$ cat config.mk
export PLATFORM = sky130hd
export DESIGN_NAME = signed_integer_to_radix_text_unit
export DESIGN_NICKNAME = d
export VERILOG_FILES = /design/src/sitrt_pkg.sv /design/src/signed_integer_to_radix_text_unit.sv /design/src/sitrt_dp.sv /design/src/sitrt_ctrl.sv
export SDC_FILE = /design/constraint.sdc
export NUM_CORES = 1
export LEC_CHECK = 0
export ABC_AREA = 1
export BUFFER_PORTS_ARGS = -buffer_cell sky130_fd_sc_hd__buf_2
export CAP_MARGIN = 25
export CORE_UTILIZATION = 30
export CTS_BUF_LIST = sky130_fd_sc_hd__clkbuf_8
export CTS_CLUSTER_SIZE = 28
export DETAILED_ROUTE_END_ITERATION = 12
export PLACE_DENSITY = 0.54
export SLEW_MARGIN = 10
export SYNTH_ARGS = -nofsm -noshare
export SYNTH_HDL_FRONTEND = slang
export SYNTH_SLANG_ARGS = --single-unit
$ cat constraint.sdc
create_clock -name clk -period 6.96 [get_ports clk]
set_clock_uncertainty 0.15 [all_clocks]
set_input_delay 0.348 -clock clk [delete_from_list [all_inputs] [get_ports clk]]
set_output_delay 0.348 -clock clk [all_outputs]
set_load 0.01 [all_outputs]
$ cat src/sitrt_pkg.sv
// Shared constants, command/status types and the digit-to-character map.
`default_nettype none

package sitrt_pkg;

  localparam int DATA_WIDTH_DEF = 32;
  localparam int RADIX_W        = 6;
  localparam int CODE_W         = 7;
  localparam int OUT_TDATA_W    = 8;
  localparam int STEP_BITS      = 4;

  localparam logic [RADIX_W-1:0] RADIX_RESET = 6'd10;
  localparam logic [RADIX_W-1:0] RADIX_MIN   = 6'd2;
  localparam logic [RADIX_W-1:0] RADIX_MAX   = 6'd36;
  localparam logic [RADIX_W-1:0] DECIMALS    = 6'd10;

  localparam logic [CODE_W-1:0] CHAR_MINUS = 7'h2d;
  localparam logic [CODE_W-1:0] CHAR_ZERO  = 7'h30;
  localparam logic [CODE_W-1:0] CHAR_A     = 7'h61;

  typedef struct packed {
    logic load;       // take a new input word
    logic div_clear;  // clear remainder before next digit
    logic div_step;   // one radix division step
    logic wr_digit;   // store remainder as digit
    logic rd_digit;   // read one stored digit
    logic out_sign;   // load '-' into output register
    logic out_digit;  // load read digit into output register
    logic out_last;   // mark loaded character as last
  } sitrt_cmd_t;

  typedef struct packed {
    logic neg;
    logic q_zero;
    logic out_free;
  } sitrt_stat_t;

  function automatic logic [CODE_W-1:0] digit_char(input logic [RADIX_W-1:0] d);
    logic [CODE_W-1:0] code;
    if (d < DECIMALS) begin
      code = CHAR_ZERO + {1'b0, d};
    end else if (d < RADIX_MAX) begin
      code = CHAR_A + {1'b0, d - DECIMALS};
    end else begin
      code = CHAR_ZERO;
    end
    return code;
  endfunction

endpackage

`default_nettype wire

$ cat src/signed_integer_to_radix_text_unit.sv
// Top level: signed integer to ASCII text in a configurable radix.
//
//  channel | direction | handshake            | payload
//  cfg     | in        | cfg_valid/cfg_ready  | cfg_data: radix, 2..36 (others ignored)
//  in      | in        | in_tvalid/in_tready  | in_tdata: number_in (signed)
//  out     | out       | out_tvalid/out_tready| out_tdata: char_code; out_tlast: last_char
//
// Each digit is formed by the 4-bit-per-cycle divider (S_DIV) and then stored (S_WR);
// each character then passes through the digit memory read port (S_RD, S_OUT),
// after a minus sign (S_SIGN) for a negative number.
// Output stalls hold the emission; a new word is taken once the last character
// sits in the output register. Reset is synchronous; radix resets to 10.
`default_nettype none

module signed_integer_to_radix_text_unit #(
  parameter int DATA_WIDTH = sitrt_pkg::DATA_WIDTH_DEF
) (
  input  wire logic                                   clk,
  input  wire logic                                   rst_n,
  input  wire logic                                   cfg_valid,
  output logic                                        cfg_ready,
  input  wire logic [sitrt_pkg::RADIX_W-1:0]          cfg_data,
  input  wire logic                                   in_tvalid,
  output logic                                        in_tready,
  input  wire logic [((DATA_WIDTH + 7) / 8) * 8-1:0]  in_tdata,   // [DATA_WIDTH-1:0] number_in
  output logic                                        out_tvalid,
  input  wire logic                                   out_tready,
  output logic [sitrt_pkg::OUT_TDATA_W-1:0]           out_tdata,  // [6:0] char_code
  output logic                                        out_tlast
);

  sitrt_pkg::sitrt_cmd_t            cmd;
  sitrt_pkg::sitrt_stat_t           stat;
  logic [$clog2(DATA_WIDTH)-1:0]    addr;
  logic [sitrt_pkg::CODE_W-1:0]     out_code;

  assign cfg_ready = 1'b1;
  assign out_tdata = {{(sitrt_pkg::OUT_TDATA_W - sitrt_pkg::CODE_W){1'b0}}, out_code};

  sitrt_ctrl #(
    .DATA_WIDTH(DATA_WIDTH)
  ) u_ctrl (
    .clk      (clk),
    .rst_n    (rst_n),
    .in_valid (in_tvalid),
    .in_ready (in_tready),
    .stat     (stat),
    .cmd      (cmd),
    .addr     (addr)
  );

  sitrt_dp #(
    .DATA_WIDTH(DATA_WIDTH)
  ) u_dp (
    .clk       (clk),
    .rst_n     (rst_n),
    .cfg_valid (cfg_valid),
    .cfg_data  (cfg_data),
    .number_in (in_tdata[DATA_WIDTH-1:0]),
    .cmd       (cmd),
    .addr      (addr),
    .stat      (stat),
    .out_valid (out_tvalid),
    .out_ready (out_tready),
    .out_code  (out_code),
    .out_last  (out_tlast)
  );

  a_load_when_free: assert property (@(posedge clk) disable iff (!rst_n)
    (cmd.out_sign || cmd.out_digit) |-> stat.out_free)
    else $error("output register loaded while a character is still pending");

  a_one_source: assert property (@(posedge clk) disable iff (!rst_n)
    $onehot0({cmd.out_sign, cmd.out_digit}))
    else $error("sign and digit loaded in the same cycle");

  a_busy_after_accept: assert property (@(posedge clk) disable iff (!rst_n)
    (in_tvalid && in_tready) |=> !in_tready)
    else $error("new word taken while conversion in progress");

  a_div_excludes_out: assert property (@(posedge clk) disable iff (!rst_n)
    cmd.div_step |-> !(cmd.out_sign || cmd.out_digit || cmd.rd_digit))
    else $error("emission overlaps division");

endmodule

`default_nettype wire

$ cat src/sitrt_dp.sv
// Datapath: radix register, digit-serial divider, digit memory, output register.
`default_nettype none

module sitrt_dp #(
  parameter int DATA_WIDTH = sitrt_pkg::DATA_WIDTH_DEF
) (
  input  wire logic                              clk,
  input  wire logic                              rst_n,
  input  wire logic                              cfg_valid,
  input  wire logic [sitrt_pkg::RADIX_W-1:0]     cfg_data,
  input  wire logic [DATA_WIDTH-1:0]             number_in,
  input  wire sitrt_pkg::sitrt_cmd_t             cmd,
  input  wire logic [$clog2(DATA_WIDTH)-1:0]     addr,
  output sitrt_pkg::sitrt_stat_t                 stat,
  output logic                                   out_valid,
  input  wire logic                              out_ready,
  output logic [sitrt_pkg::CODE_W-1:0]           out_code,
  output logic                                   out_last
);

  localparam int PW = ((DATA_WIDTH + sitrt_pkg::STEP_BITS - 1) / sitrt_pkg::STEP_BITS)
                      * sitrt_pkg::STEP_BITS;
  localparam int RW = sitrt_pkg::RADIX_W;

  logic [RW-1:0]                 radix_r;
  logic [PW-1:0]                 q_r;
  logic [RW-1:0]                 rem_r;
  logic                          neg_r;
  logic [RW-1:0]                 digit_mem [DATA_WIDTH];
  logic [RW-1:0]                 rd_r;
  logic                          out_valid_r;
  logic [sitrt_pkg::CODE_W-1:0]  out_code_r;
  logic                          out_last_r;

  logic [DATA_WIDTH-1:0]         mag;
  logic [PW-1:0]                 q_nxt;
  logic [RW-1:0]                 rem_nxt;
  logic [RW:0]                   part;

  // Magnitude modulo 2^DATA_WIDTH; the most negative value maps to 2^(DATA_WIDTH-1).
  assign mag = number_in[DATA_WIDTH-1] ? (~number_in + 1'b1) : number_in;

  // Restoring division, STEP_BITS quotient bits per cycle.
  always_comb begin
    q_nxt = q_r;
    part  = {1'b0, rem_r};
    for (int i = 0; i < sitrt_pkg::STEP_BITS; i++) begin
      part  = {part[RW-1:0], q_nxt[PW-1]};
      q_nxt = {q_nxt[PW-2:0], 1'b0};
      if (part >= {1'b0, radix_r}) begin
        part     = part - {1'b0, radix_r};
        q_nxt[0] = 1'b1;
      end
    end
    rem_nxt = part[RW-1:0];
  end

  always_ff @(posedge clk) begin
    if (!rst_n) begin
      radix_r     <= sitrt_pkg::RADIX_RESET;
      neg_r       <= 1'b0;
      out_valid_r <= 1'b0;
    end else begin
      // drop out-of-range radix writes
      if (cfg_valid && cfg_data >= sitrt_pkg::RADIX_MIN && cfg_data <= sitrt_pkg::RADIX_MAX) begin
        radix_r <= cfg_data;
      end
      if (cmd.load) begin
        neg_r <= number_in[DATA_WIDTH-1];
      end
      if (cmd.out_sign || cmd.out_digit) begin
        out_valid_r <= 1'b1;
      end else if (out_ready) begin
        out_valid_r <= 1'b0;
      end
    end
  end

  always_ff @(posedge clk) begin
    if (cmd.load) begin
      q_r   <= PW'(mag);
      rem_r <= '0;
    end else if (cmd.div_step) begin
      q_r   <= q_nxt;
      rem_r <= rem_nxt;
    end else if (cmd.div_clear) begin
      rem_r <= '0;
    end
    if (cmd.out_sign || cmd.out_digit) begin
      out_code_r <= cmd.out_sign ? sitrt_pkg::CHAR_MINUS : sitrt_pkg::digit_char(rd_r);
      out_last_r <= cmd.out_last;
    end
  end

  always_ff @(posedge clk) begin
    if (cmd.wr_digit) begin
      digit_mem[addr] <= rem_r;
    end
    if (cmd.rd_digit) begin
      rd_r <= digit_mem[addr];
    end
  end

  assign stat.neg      = neg_r;
  assign stat.q_zero   = (q_r == '0);
  assign stat.out_free = !out_valid_r || out_ready;

  assign out_valid = out_valid_r;
  assign out_code  = out_code_r;
  assign out_last  = out_last_r;

endmodule

`default_nettype wire

$ cat src/sitrt_ctrl.sv
// Controller: sequences division steps, digit writes and reverse emission.
`default_nettype none

module sitrt_ctrl #(
  parameter int DATA_WIDTH = sitrt_pkg::DATA_WIDTH_DEF
) (
  input  wire logic                           clk,
  input  wire logic                           rst_n,
  input  wire logic                           in_valid,
  output logic                                in_ready,
  input  wire sitrt_pkg::sitrt_stat_t         stat,
  output sitrt_pkg::sitrt_cmd_t               cmd,
  output logic [$clog2(DATA_WIDTH)-1:0]       addr
);

  localparam int STEPS = (DATA_WIDTH + sitrt_pkg::STEP_BITS - 1) / sitrt_pkg::STEP_BITS;
  localparam int SW    = $clog2(STEPS);
  localparam int CW    = $clog2(DATA_WIDTH + 1);
  localparam int AW    = $clog2(DATA_WIDTH);

  typedef enum logic [2:0] {
    S_IDLE,
    S_DIV,
    S_WR,
    S_SIGN,
    S_RD,
    S_OUT
  } state_t;

  state_t         state_r;
  logic [SW-1:0]  step_r;
  logic [CW-1:0]  cnt_r;
  logic [CW-1:0]  cnt_dec;
  logic [CW-1:0]  cnt_inc;

  assign cnt_dec = cnt_r - CW'(1);
  assign cnt_inc = cnt_r + CW'(1);

  always_comb begin
    cmd      = '0;
    addr     = cnt_r[AW-1:0];
    in_ready = (state_r == S_IDLE);
    case (state_r)
      S_IDLE: begin
        cmd.load = in_valid;
      end
      S_DIV: begin
        cmd.div_step = 1'b1;
      end
      S_WR: begin
        cmd.wr_digit  = 1'b1;
        cmd.div_clear = 1'b1;
      end
      S_SIGN: begin
        cmd.out_sign = stat.out_free;
      end
      S_RD: begin
        cmd.rd_digit = 1'b1;
        addr         = cnt_dec[AW-1:0];
      end
      S_OUT: begin
        cmd.out_digit = stat.out_free;
        cmd.out_last  = (cnt_r == CW'(1));
      end
      default: begin
        cmd = '0;
      end
    endcase
  end

  always_ff @(posedge clk) begin
    if (!rst_n) begin
      state_r <= S_IDLE;
      step_r  <= '0;
      cnt_r   <= '0;
    end else begin
      case (state_r)
        S_IDLE: begin
          if (in_valid) begin
            state_r <= S_DIV;
            step_r  <= '0;
            cnt_r   <= '0;
          end
        end
        S_DIV: begin
          step_r <= step_r + SW'(1);
          if (step_r == SW'(STEPS - 1)) begin
            state_r <= S_WR;
          end
        end
        S_WR: begin
          cnt_r  <= cnt_inc;
          step_r <= '0;
          // stop once the quotient runs out or the digit memory is full
          if (stat.q_zero || cnt_inc == CW'(DATA_WIDTH)) begin
            state_r <= stat.neg ? S_SIGN : S_RD;
          end else begin
            state_r <= S_DIV;
          end
        end
        S_SIGN: begin
          if (stat.out_free) begin
            state_r <= S_RD;
          end
        end
        S_RD: begin
          state_r <= S_OUT;
        end
        S_OUT: begin
          if (stat.out_free) begin
            cnt_r   <= cnt_dec;
            state_r <= (cnt_r == CW'(1)) ? S_IDLE : S_RD;
          end
        end
        default: begin
          state_r <= S_IDLE;
        end
      endcase
    end
  end

endmodule

`default_nettype wire
# Word level (Yosys, flattened, before mapping)
# Memories as Yosys holds them, arrays and structs flattened. A register that Yosys moved wholly into a read port is not among the register bits.
# Index checks and enable logic that the tools add are counted.
# Widths: inputs -> output; s select.
[word_totals] ff_bits=66 latchBits=0 ramBits=192 romBits=0 output_inout_bits=12 word_cells=98 mem_count=1
[op_classes] add_sub_neg=11 n_mul=0 div=0 order_cmp=8 eq_ne=12 n_shift=0 n_mux=39 bitwise_logic=1 reduce_logical=16
[mem_list] name="u_dp.digit_mem" words=32 word_bits=6 rd=1 rd_ports_with_merged_regs=1 wr=1 line="sitrt_dp.sv:29" text="logic [RW-1:0] digit_mem [DATA_WIDTH];"
[op_table] operator="$mux 32" n=3
[op_table] operator="$mux 6" n=8
[op_table] operator="$add 32x1->32 const B" n=1
[op_table] operator="$logic_not 32->1" n=1
[op_table] operator="$not 32->32" n=1
[op_table] operator="$ge 7x6->1" n=4
[op_table] operator="$mux 3" n=8
[op_table] operator="$sub 6x6->6" n=4
[op_table] operator="$pmux 3 s6" n=1
[op_table] operator="$pmux 6 s3" n=1
[op_table] operator="$mux 7" n=2
[op_table] operator="$mux 1" n=13
[op_table] operator="$eq 3x3->1 const B" n=3
[op_table] operator="$pmux 3 s3" n=1
[op_table] operator="$add 6x6->7 const A" n=1
[op_table] operator="$add 7x6->7 const A" n=1
[op_table] operator="$add 6x1->6 const B" n=1
[op_table] operator="$eq 3x2->1 const B" n=2
[op_table] operator="$eq 6x1->1 const B" n=1
[op_table] operator="$eq 6x6->1 const B" n=1
[op_table] operator="$ge 6x2->1 const B" n=1
[op_table] operator="$le 6x6->1 const B" n=1
[op_table] operator="$lt 6x4->1 const B" n=1
[op_table] operator="$lt 6x6->1 const B" n=1
[op_table] operator="17 further kinds" n=25

# Depth between registers and ports, before layout
[depth] depth_word=10 mapped_depth=45 ltp_nobuf=43

# Modules after synthesis
# A second synthesis with hierarchy kept.
[hier_totals] cells_unflattened=1191 hier_area_um2=12881.1
[by_module_without_submodules] mod="sitrt_dp" instances=1 cells_each=1031 area_per_inst_um2=11886.4 seq_area_each_um2=7427.1
[by_module_without_submodules] mod="sitrt_ctrl" instances=1 cells_each=156 area_per_inst_um2=972.2 seq_area_each_um2=240.2
[by_module_without_submodules] mod="signed_integer_to_radix_text_unit" instances=1 cells_each=4 area_per_inst_um2=22.5 seq_area_each_um2=0.0

# Worst setup path before layout
# No wires, ideal clock.
[synth_timing] kind="register to register" start="reg u_dp.rem_r[1]" end="reg u_dp.q_r[0], data pin" setup_ns=0.261 arrival_ns=5.752 required_time_ns=6.549 path_slack_ns=0.798 stages_incl_launch_ff=43 n_path_buf=2 path_cell_list="dfxtp_1 > ha_1 > nand2_1 > nand2_1 > inv_1 > nand2_1 > nand2_2 > nand3_4 > buf_6 > nor2_1 > a21oi_1 > ha_1 > a21oi_1 > nand2_1 > nand2_1 > nand2_1 > a21oi_1 > nand3_1 > (+7 left out) > nand2_1 > a21oi_1 > nand2_2 > nor2_4 > nand2_1 > nand2_1 > inv_1 > ha_1 > a21oi_1 > o21ai_0 > a21oi_1 > o21bai_1 > nand2_1 > nand3_1 > inv_1 > nand3_4 > nand2_1 > o21ai_0"
[synth_via] elab_chain_cells=10 word_cells_on_any_way=13
[synth_rtl] item="from (decl)" line="sitrt_dp.sv:27" text="logic [RW-1:0] rem_r;"
[synth_rtl] item="from (signal assigned)" line="sitrt_dp.sv:85" text="rem_r <= rem_nxt;"
[synth_rtl] item="$sub 6x6->6 / $ge 7x6->1 (equally long branches)" line="sitrt_dp.sv:51, sitrt_dp.sv:50"
[synth_rtl] item="$mux 6 *" line="sitrt_dp.sv:50" text="if (part >= {1'b0, radix_r}) begin"
[synth_rtl] item="$sub 6x6->6 / $ge 7x6->1 (equally long branches)" line="sitrt_dp.sv:51, sitrt_dp.sv:50"
[synth_rtl] item="$mux 6 *" line="sitrt_dp.sv:50"
[synth_rtl] item="$sub 6x6->6 / $ge 7x6->1 (equally long branches)" line="sitrt_dp.sv:51, sitrt_dp.sv:50"
[synth_rtl] item="$mux 6 *" line="sitrt_dp.sv:50"
[synth_rtl] item="$ge 7x6->1 *" line="sitrt_dp.sv:50"
[synth_rtl] item="$mux 1 *" line="sitrt_dp.sv:50"
[synth_rtl] item="$mux 32 *" line="sitrt_dp.sv:83" text="end else if (cmd.div_step) begin"
[synth_rtl] item="$mux 32 *" line="sitrt_dp.sv:80" text="if (cmd.load) begin"
[synth_rtl] item="to (signal assigned)" line="sitrt_dp.sv:81" text="q_r <= PW'(mag);"
[synth_rtl] item="to (signal assigned)" line="sitrt_dp.sv:84" text="q_r <= q_nxt;"
[synth_rtl] item="to (decl)" line="sitrt_dp.sv:26" text="logic [PW-1:0] q_r;"
# Every way passes the cells marked *; elsewhere a longest branch is shown, timed or not. The select of a mux whose other input is x is not followed.
# A chain may end at the register's enable or synchronous reset.

# Worst setup path in the final report
[layout_timing] start="reg u_dp.radix_r[1]" end="reg u_dp.rem_r[2]"
[layout_via] elab_chain_cells=9 word_cells_on_any_way=13
[layout_rtl] item="from (decl)" line="sitrt_dp.sv:25" text="logic [RW-1:0] radix_r;"
[layout_rtl] item="from (signal assigned)" line="sitrt_dp.sv:60" text="radix_r <= sitrt_pkg::RADIX_RESET;"
[layout_rtl] item="from (signal assigned)" line="sitrt_dp.sv:66" text="radix_r <= cfg_data;"
[layout_rtl] item="$sub 6x6->6 / $ge 7x6->1 (equally long branches)" line="sitrt_dp.sv:51, sitrt_dp.sv:50"
[layout_rtl] item="$mux 6" line="sitrt_dp.sv:50"
[layout_rtl] item="$sub 6x6->6 / $ge 7x6->1 (equally long branches)" line="sitrt_dp.sv:51, sitrt_dp.sv:50"
[layout_rtl] item="$mux 6" line="sitrt_dp.sv:50"
[layout_rtl] item="$ge 7x6->1 / $sub 6x6->6 (equally long branches)" line="sitrt_dp.sv:50, sitrt_dp.sv:51"
[layout_rtl] item="$mux 6" line="sitrt_dp.sv:50"
[layout_rtl] item="$sub 6x6->6 / $ge 7x6->1 (equally long branches)" line="sitrt_dp.sv:51, sitrt_dp.sv:50"
[layout_rtl] item="$mux 6 *" line="sitrt_dp.sv:50"
[layout_rtl] item="$mux 6 *" line="sitrt_dp.sv:83"
# Every way passes the cells marked *; elsewhere a longest branch is shown, timed or not.

==> impl_metrics.ini <==
[run_status]
outcome = completed

[clock_network]
clockBufferDepth = 3
tritoncts = done
clock_latency_ns = 0.58
h-tree-depth = 2
path_clk_slew_ns = 0.06
cts.sinks = 264
numCtsBuffers = 46
cts_root_buf = clkbuf_8

[die]
row_count = 75
die_h_um = 208
die_x_um = 208
die-area_um2 = 43300
ios = 55
core_area_um2 = 41900
start_util_pct = 30.4

[critical_path]
crit_path_end_kind = flip-flop
r2r_setup_slack_ns = 0.55
cp.arrival_ns = 6.71
critPathBufInv = 5
crit_top_cell = nand2_1
critical-path-top-delay-family = simple AND/OR/NAND/NOR gates
cp_slowest_cell = dfxtp_2
rr_worst_depth = 42
r2r_start = u_dp.radix_r[1]
worstReg2RegEnd = u_dp.rem_r[2]
startpoint_type = flip-flop
crit_fanout = 12
critPathKind = reg -> reg
critical_path.max_stage_delay_ns = 0.43
required_ns = 7.26

[global_route]
grt_max_degree = 58
grt_pass1_vias = 8856
grt_pass1_wl_mm = 49.2
grt_util_met3_pct = 2.23
antenna_found_initial = 0
grt.busiest_layer = met2
grt_overflow_total = 0
met2_usage_pct = 23.3
use_met1_pct = 19.5
grt_usage_pct = 14.3

[placement]
place_congestion = 0.829
placed_cells = 1751
dpl.hpwl_mm = 20.6
portBuffers = 52
pre_cts_ws_ns = 0.0518

[final_layout]
layout.cells.non_filler = 1853
final_common_cell = edfxtp_1
antenna_cells = 0
mostFrequentLayoutCells = 238 x edfxtp_1, 184 x nand2_1, 112 x inv_1
multi_input_area_um2 = 4510
regArea_um2 = 7670
drive_gt1_share_pct = 13.4
fillCellCount = 4164
nNetsFinal = 1360
syn_to_final_growth_pct = 15.7

[detailed_routing]
antenna_left = 0
drt_iter0_markers = 672
vias = 9067
dr.pass1.iters = 7
routed_via_density = 4.89
routed_wirelength_mm = 31.1
drc = 0
routedWlPerCell_um = 16.8

[synth]
yosys.area.top_type_share_pct = 56.1
syn-num-nets = 1263
synth_ff_type = edfxtp_1
async_flop_share_pct = 0
syn_area_um2 = 12700
synth.distinct_cells = 50
synth-seq-cells = 264
synth_top_cell_by_area = edfxtp_1
synth_warnings = 0
synth_edf_count = 238
seq_area_frac_synth_pct = 60.1
synth_cells = 1180
avgSynthCellArea_um2 = 10.8
synth.area.top_cells = edfxtp_1 56%, a22oi_1 5.8%, nand2_1 5.4%

[pwr]
seqPwrFrac_pct = 29.9
p_int_mw = 3.98
swShare_pct = 42.9
comb_power_share_pct = 49.8
p_leak_nw = 5.54
pwr-share-clk_pct = 20.2
total_power_mw = 6.97
power_density_nw_per_um2 = 472
ir_drop_mv = 0.385
switchingPower_mw = 2.99

[timing]
rsz0062_at_grt = no
tightestPinTransition_ns = 0.826
setup_viol = 0
fin_ws_ns = 0.547
tns_ns = 0
finalCriticalPeriod_ns = 6.41
fin_worst_hold_slack_ns = 0.0360
slew_headroom_pct = 43.5
slew_viol_final = 0
fmax_mhz = 156
period_share_pct = 92.1
hold_viol_final = 0

[min_path]
worstHoldEndpoint = u_dp.q_r[27]
holdPathStages = 4
hp-start = in_tdata[27]
holdCritPathClass = in -> reg

[run]
drv_cap = 0
==> Yosys cell counts, types with 8 or more instances <==
| cell | number |
|---|---|
| o21ai_0 | 59 |
| ha_1 | 36 |
| edfxtp_1 | 238 |
| a21oi_1 | 90 |
| nand2_1 | 184 |
| xor2_1 | 33 |
| nor2_1 | 99 |
| clkbuf_1 | 19 |
| buf_2 | 8 |
| dfxtp_1 | 26 |
| nand4_1 | 11 |
| nor4_1 | 22 |
| a22oi_1 | 99 |
| inv_1 | 99 |
| nand3_1 | 37 |
| xnor2_1 | 17 |
| clkinv_1 | 8 |
| nor3_1 | 9 |
==> through the flow <==
step / utilization (%) / cell area [um^2]
2_1_floorplan: - / 12700
5_1_grt: 35.2 / 14700
3_5_place_dp: 32.5 / 13700
4_1_cts: 35.1 / 14700
3_3_place_gp: 32.5 / 13700
6_report: 35.2 / 14700
==> flip-flops by register name (all words and copies together), names as in the netlist <==
| name | flops |
|---|---|
| u_dp.rem_r | 6 |
| u_ctrl.state_r | 3 |
| u_dp.q_r | 32 |
| u_ctrl.cnt_r | 6 |
| u_dp.radix_r | 6 |
| u_dp.digit_mem | 192 |
| u_dp.out_valid | 1 |
| u_dp.out_code | 7 |
| u_dp.rd_r | 6 |
| u_ctrl.step_r | 3 |
| u_dp.out_last | 1 |
| u_dp.neg_r | 1 |
==> layer usage <==
metal / part of all wire (%) / vias to the layer above / wire length, um
met5: 0 / - / 0
met4: 2.0 / 0 / 609
met3: 4.0 / 48 / 1230
met2: 46 / 193 / 14400
met1: 48 / 4373 / 14900
li1: - / 4453 / -
==> power by group through the flow <==
stage	Sequential (mW)	Clock, mW	Combinational, mW
after floorplan	2.13	0	2.61
after global placement	2.12	0	3.33
after CTS	2.09	1.45	3.40
after global routing	2.10	1.51	3.93
after detailed placement	2.12	0	3.38
final	2.09	1.41	3.47
==> worst register-to-register path, delay by kind of cell (launching register included) <==
kind,cells,cell delay [ns]
flops,1,0.43
buf+inv,5,0.42
fa+ha+maj,4,1.36
simple gates,23,2.23
compound gates,10,1.71
==> cell families after synthesis <==
kind of cell               count (synthesis)  synth area share [%]
other                                      2                0.0589
AOI/OAI and AO/OA                        277                  13.4
xor gates and xnor gates                  50                  3.43
buffers and inverters                    151                  4.80
and+or+nand+nor                          396                  14.1
DFF                                      264                  60.1
adders and majority gates                 40                  4.16
==> cell type report <==
class | instances | area share (%)
Inverter | 114 | 2.90
Tap cell | 539 | 4.57
Clock buffer | 51 | 4.76
Sequential cell | 264 | 52.0
Clock inverter | 34 | 1.47
Multi-Input combinational cell | 766 | 30.6
Timing Repair Buffer | 85 | 3.68
==> worst max path at each step <==
| stage | slack [ns] | cells past startpoint | endpoint | startpoint |
|---|---|---|---|---|
| 2_1_floorplan | 0.80 | 42 | u_dp.q_r[0] | u_dp.rem_r[1] |
| 3_3_place_gp | 0.40 | 40 | u_dp.q_r[0] | u_dp.radix_r[1] |
| 3_5_place_dp | 0.05 | 40 | u_dp.q_r[0] | u_dp.radix_r[1] |
| 4_1_cts | 0.04 | 41 | u_dp.rem_r[2] | u_dp.radix_r[1] |
| 5_1_grt | 0.02 | 42 | u_dp.rem_r[5] | u_dp.radix_r[1] |
| 6_report | 0.55 | 42 | u_dp.rem_r[2] | u_dp.radix_r[1] |
==> repair_timing <==
action | in CTS | in global routing
hold buffers | 14 | 0
resized for setup | 0 | 6
setup endpoints to repair | 0 | 7
setup buffers | 0 | 2
endpoints found under the hold margin | 12 | 0
(Power assumes the default switching activity.)
